### src/rtl/bloom_filter_insert_query_top_macros.svh
// Assertion helpers used by the checked controller module.
`ifndef BLOOM_FILTER_INSERT_QUERY_TOP_MACROS_SVH
`define BLOOM_FILTER_INSERT_QUERY_TOP_MACROS_SVH

// Same-cycle implication, sampled on clk, off during reset.
`define BFQ_ASSERT_IMP(label, ante, cons, msg) \
  label: assert property (@(posedge clk) disable iff (rst) (ante) |-> (cons)) else $error(msg);

// Next-cycle implication, sampled on clk, off during reset.
`define BFQ_ASSERT_NXT(label, ante, cons, msg) \
  label: assert property (@(posedge clk) disable iff (rst) (ante) |=> (cons)) else $error(msg);

`endif

### src/rtl/bfq_pkg.sv
`timescale 1ns / 1ps
package bfq_pkg;

  localparam int MAX_FILTER_BITS_DEF = 8192;
  localparam int MAX_PROBES_DEF      = 30;

  localparam int HASH_W    = 32;
  localparam int HASH_ROT  = 17;
  localparam int BIT_CNT_W = 5;
  localparam int ROW_BITS  = 32;
  localparam int ROW_SEL_W = 5;
  localparam int MIN_BYTES = 8;

  localparam int HC_W      = 5;
  localparam int FB_W      = 11;
  localparam int CFG_IDX_W = 2;
  localparam int CFG_W     = 11;

  localparam logic [HC_W-1:0] HC_RESET = 5'd6;
  localparam logic [FB_W-1:0] FB_RESET = 11'd1024;

  localparam logic [CFG_IDX_W-1:0] REG_HASH_COUNT   = 2'd0;
  localparam logic [CFG_IDX_W-1:0] REG_FILTER_BYTES = 2'd1;

  localparam logic [1:0] MODE_CLEAR  = 2'd0;
  localparam logic [1:0] MODE_INSERT = 2'd1;
  localparam logic [1:0] MODE_QUERY  = 2'd2;

  typedef enum logic [2:0] {
    ST_CLEAR,
    ST_IDLE,
    ST_MOD,
    ST_READ,
    ST_CHECK,
    ST_FIN
  } state_t;

  typedef struct packed {
    logic hash_upd;
    logic start_key;
    logic clr_init;
    logic clr_step;
    logic mod_step;
    logic rd;
    logic check;
    logic load_out;
  } ctl_cmd_t;

  typedef struct packed {
    logic bit_last;
    logic probe_last;
    logic clr_done;
  } dp_status_t;

endpackage

### src/rtl/bfq_controller.sv
`timescale 1ns / 1ps
`include "bloom_filter_insert_query_top_macros.svh"
module bfq_controller (
  input  logic                clk,
  input  logic                rst,
  input  logic                in_valid,
  output logic                in_ready,
  input  logic [1:0]          in_mode,
  input  logic                in_last,
  output logic                out_valid,
  input  logic                out_ready,
  output bfq_pkg::ctl_cmd_t   cmd,
  input  bfq_pkg::dp_status_t st
);
  import bfq_pkg::*;

  state_t state;
  state_t state_next;
  logic   report_clear;
  logic   accept;

  assign accept = in_valid && in_ready;

  always_comb begin
    state_next = state;
    case (state)
      ST_CLEAR: begin
        if (st.clr_done) begin
          state_next = report_clear ? ST_FIN : ST_IDLE;
        end
      end
      ST_IDLE: begin
        if (accept) begin
          if (in_mode == MODE_CLEAR) begin
            state_next = ST_CLEAR;
          end else if ((in_mode inside {MODE_INSERT, MODE_QUERY}) && in_last) begin
            state_next = ST_MOD;
          end
        end
      end
      ST_MOD: begin
        if (st.bit_last) begin
          state_next = ST_READ;
        end
      end
      ST_READ:  state_next = ST_CHECK;
      ST_CHECK: state_next = st.probe_last ? ST_FIN : ST_MOD;
      ST_FIN: begin
        if (!out_valid || out_ready) begin
          state_next = ST_IDLE;
        end
      end
      default: state_next = ST_IDLE;
    endcase
  end

  always_comb begin
    cmd      = '0;
    in_ready = 1'b0;
    case (state)
      ST_CLEAR: cmd.clr_step = 1'b1;
      ST_IDLE: begin
        in_ready = 1'b1;
        if (accept) begin
          if (in_mode == MODE_CLEAR) begin
            cmd.clr_init = 1'b1;
          end else if (in_mode inside {MODE_INSERT, MODE_QUERY}) begin
            cmd.hash_upd  = !in_last;
            cmd.start_key = in_last;
          end
        end
      end
      ST_MOD:   cmd.mod_step = 1'b1;
      ST_READ:  cmd.rd       = 1'b1;
      ST_CHECK: cmd.check    = 1'b1;
      ST_FIN:   cmd.load_out = !out_valid || out_ready;
      default: ;
    endcase
  end

  always_ff @(posedge clk) begin
    if (rst) begin
      state        <= ST_CLEAR;
      report_clear <= 1'b0;
      out_valid    <= 1'b0;
    end else begin
      state <= state_next;
      if (cmd.clr_init) begin
        report_clear <= 1'b1;
      end else if (state == ST_CLEAR && st.clr_done) begin
        report_clear <= 1'b0;
      end
      out_valid <= cmd.load_out || (out_valid && !out_ready);
    end
  end

  `BFQ_ASSERT_IMP(a_check_after_read, state == ST_CHECK, $past(state) == ST_READ, "check without read")
  `BFQ_ASSERT_IMP(a_load_slot_free, cmd.load_out, !out_valid || out_ready, "result overwritten")
  `BFQ_ASSERT_NXT(a_mod_holds, state == ST_MOD && !st.bit_last, state == ST_MOD, "remainder cut short")

endmodule

### config.mk
export PLATFORM = sky130hd
export DESIGN_NAME = bfq_controller
export DESIGN_NICKNAME = d
export VERILOG_FILES = /design/src/rtl/bfq_pkg.sv /design/src/rtl/bfq_controller.sv
export VERILOG_INCLUDE_DIRS = /design/src /design/src/rtl
export SDC_FILE = /design/constraint.sdc
export NUM_CORES = 1
export LEC_CHECK = 0
export BUFFER_PORTS_ARGS = -buffer_cell sky130_fd_sc_hd__buf_2
export CORE_AREA = 2 2 39 41
export DETAILED_ROUTE_END_ITERATION = 8
export DIE_AREA = 0 0 41 43
export GPL_ROUTABILITY_DRIVEN = 0
export GPL_TIMING_DRIVEN = 0
export PLACE_DENSITY = 0.64
export SYNTH_ARGS = -nofsm -noshare
export SYNTH_HDL_FRONTEND = slang
export SYNTH_SLANG_ARGS = --single-unit
export TNS_END_PERCENT = 1
### constraint.sdc
create_clock -name clk -period 1.2 [get_ports clk]
set_input_delay 0 -clock clk [delete_from_list [all_inputs] [get_ports clk]]
set_output_delay 0 -clock clk [all_outputs]
set_load 0.02 [all_outputs]
# Word-level counts from Yosys, hierarchy flattened
# Index checks and enable logic that the tools add are counted.
# W data, S select, Z words.
# word_totals
output_inout_bits,10
register_bits,5
word_cells,51
# classes
reduce_logical,14
muxes,22
eq_ne,12
# op_table
operator,count
$mux W3,10
$pmux W3 S6,1
$mux W1,9
$ne A2 B2 Y1 const B,4
$eq A3 B2 Y1 const B,2
$eq A3 B3 Y1 const B,2
$reduce_and A5 Y1,1
$logic_and A1 B1 Y1,4
$mux W2,2
$reduce_bool A2 Y1,2
$eq A3 B1 Y1 const B,1
$logic_not A1 Y1,3
$logic_not A3 Y1,1
$ne A3 B3 Y1 const B,1
$eq A2 B1 Y1 const B,1
$eq A2 B2 Y1 const B,1
$logic_not A2 Y1,1
$logic_or A1 B1 Y1,2

# Depth between registers and ports, before layout
# logic_depth
depth_word,7
mapped_depth,6
ltp_nobuf,6

# Least setup slack after synthesis
# OpenSTA, ideal clock, no wires.
# synth_timing
path_kind,register to register
start,register state[0]
end,register report_clear
setup_time_ps,64
arrival_time_ps,1571
stages_incl_launch_ff,6
t_required_ps,1136
slack_ps,-435
path_cell_list,dfxtp_1 > buf_2 > nor3b_1 > and3_1 > a21oi_1 > nor2_1
# synth_lines
item,line,source
"start, declared",bfq_controller.sv:17,state_t state;
"start signal, assigned",bfq_controller.sv:87,state <= state_next;
"end signal, assigned",bfq_controller.sv:84,report_clear <= 1'b0;
"end signal, assigned",bfq_controller.sv:89,report_clear <= 1'b1;
"end signal, assigned",bfq_controller.sv:91,report_clear <= 1'b0;
"end, declared",bfq_controller.sv:19,logic report_clear;

==> metrics.txt <==
Rows 14; Hold Path Class primary input to register; Logic pwr share 70.8%; Detail Route Antenna Nets 0; CP max FO 10; Max-slew headroom 81.9%; power per cell area 2310 nW/um^2; period utilisation layout 116%; die area 1760 sq um; sequential share of power 16.8%; peak supply drop 0.000733 V; #FFs+latches synth 5; first-pass GRT wire length 2010 um; Initial DRT Pass Iterations 4; static leakage 0.341 nW; root buffer cell clkbuf_4; pin count of the biggest net entering global routing 11; met2 WL 613 um; Worst EP arrival 1.39 ns; post-route minimum period 1.39 ns; n_diodes 0; startpoint types register; Ports 20; Met3 Wirelength 37 um; P_sw 0.734 mW; data required time of the critical path 1.20 ns; Avg WL per Cell 11.9 um; Hold Vio Cnt, Final 0; worst setup margin -0.188 ns; DR vias 523; input/output buffers 19; Area after DPL 584 sq um; Unique masters post-synth 27; Pins Over Slew Limit 0; cell area after layout 724 sq um; nets 96; CTS Buf Count 3; Detail Placement HPWL 819 um; worst-margin pin slew 0.270 ns; Clock Power Share 12.4%; Clock Latency Late Sink 0.26 ns; # H-tree levels 1; max_cap viols 0; Longest Clk Path Bufs 2; Setup-failing EPs final 8; register area share after synthesis 23.3%; CTS tree done; DIE WIDTH 41 um; Die H 43 um; GR Overflow Total 0; antenna violations before repair 0; core area 1380 sq um; DRT Wirelength 1190 um; number of global-route vias before repair 500; Crit Path Category register to output port; worst clock skew 0.00557 ns; failing checks negative setup slack; RSZ-0062 raised after global routing true; Starting Density 31.1%; Net Sw Frac 43.8%; post-synth net total 66; CTS sink cnt 5; Total GRT Usage 17.1%; initial drt markers 10; Vias/cell 5.23; status finished with violations; Worst-path clk slew 0.05 ns; CP endpoint kind output port; share of cells above drive strength 1 56.0%; wl on met1 492 um; highest metal used met4; P_int 0.940 mW; Post-Syn Area per Cell 7.83 sq um; Ys Warns 0; Post-Syn Area 430 sq um; Mapped Cells 55; Final Power 1.67 mW; # DRC 0; Layout area overhead 68.3%; FMAX 0.720 GHz
## final cells by class
class | instances | area, sq um
fill | 127 | 659
timing repair buffer | 25 | 164
multi-input combinational | 42 | 352
buffer | 3 | 37.5
sequential | 5 | 106
inverter | 5 | 18.8
tap | 16 | 20.0
clock buffer | 4 | 26.3
## metrics by stage
step	std cells	worst slack, ns	util, %	setup TNS (ns)	hold WS, ns
floorplan	55	-0.0606	-	-0.210	0.0647
global placement	90	-0.178	42.2	-0.565	0.260
detailed placement	90	-0.184	42.2	-0.627	0.252
CTS	99	-0.214	50.5	-1.27	0.0483
global route	100	-0.245	52.4	-1.83	0.115
finish	100	-0.188	52.4	-1.14	0.0587
## synth_stat cells
master | number | area share [%]
nor4b_4 | 1 | 5.5
dfxtp_1 | 5 | 23
nor3b_1 | 3 | 5.2
ha_1 | 1 | 2.9
mux2i_1 | 2 | 4.7
buf_4 | 1 | 1.7
a311o_1 | 1 | 2.3
nand2_1 | 3 | 2.6
or3_1 | 1 | 1.5
nor3_1 | 4 | 4.7
o31ai_1 | 1 | 1.7
and4b_1 | 1 | 2.3
o21ai_0 | 1 | 1.2
nor2_1 | 7 | 6.1
or3b_4 | 1 | 2.6
inv_1 | 5 | 4.4
and3_1 | 2 | 2.9
buf_6 | 1 | 2.6
nand3_1 | 2 | 2.3
a311oi_1 | 2 | 4.1
buf_2 | 1 | 1.2
a21oi_2 | 1 | 2.0
a31oi_1 | 2 | 2.9
a21oi_1 | 2 | 2.3
nand2b_1 | 2 | 2.9
o21bai_2 | 1 | 2.6
nor2b_1 | 1 | 1.5
## worst max-delay path: stages (launching register included)
cell and delay, ns:
dfxtp_4 0.35, buf_6 0.14, or3_4 0.40, nor2b_4 0.11, buf_6 0.11
## logic make-up after synthesis
family	after synthesis	share of synthesized area, %
and+or+nand+nor	28	40.1
buffers and inverters	8	9.88
muxes	2	4.65
DFF	5	23.3
adders and majority gates	1	2.91
AOI/OAI and AO/OA	11	19.2
## sequential cells by signal (all words and copies together), names as in the netlist
| register | flops |
|---|---|
| out_valid | 1 |
| report_clear | 1 |
| state | 3 |
## worst paths after layout
kind                 from            to  slack (ns)  cells after the start
max              state[1]        cmd[0]       -0.19                      4
min             out_ready     out_valid        0.06                      3
max reg2reg      state[2]      state[0]       -0.18                      6
min reg2reg  report_clear  report_clear        0.49                      2
## power groups by stage
stage          Sequential [mW]  Clock, mW  Combinational, mW
5_1_grt                  0.289      0.221               1.30
2_1_floorplan            0.268          0              0.752
3_3_place_gp             0.268          0              0.943
3_5_place_dp             0.270          0              0.955
6_report                 0.281      0.208               1.18
4_1_cts                  0.275      0.216               1.14
## placed cells by master, fill, tap and decap left out, types with 2 or more instances in the layout
cell | netlist | routed
dfxtp_1 | 5 | 2
buf_6 | 1 | 3
nand2_1 | 3 | 2
dfxtp_2 | 0 | 2
buf_4 | 1 | 11
nand2b_1 | 2 | 2
nor3_1 | 4 | 2
a311oi_1 | 2 | 2
clkbuf_4 | 0 | 3
buf_2 | 1 | 12
nand3_1 | 2 | 2
nor2_1 | 7 | 6
a31oi_1 | 2 | 2
inv_1 | 5 | 4
a21oi_1 | 2 | 2
mux2i_1 | 2 | 2
## routing by layer
layer,vias up,GRT usage (%)
li1,258,-
met1,249,19.4
met2,11,26.9
met3,5,3.14
met4,0,12.0
met5,-,0
## repair_timing
action | 4_1_cts | 5_1_grt
endpoints found under the hold margin | 3 | 0
setup buffers | 4 | 1
hold buffers | 1 | 0
gates resized for setup | 14 | 5
cloned | 0 | 0
pin swaps | 4 | 6
endpoints found under the setup margin | 9 | 11
Note: power is estimated with default switching activity, not from simulation.
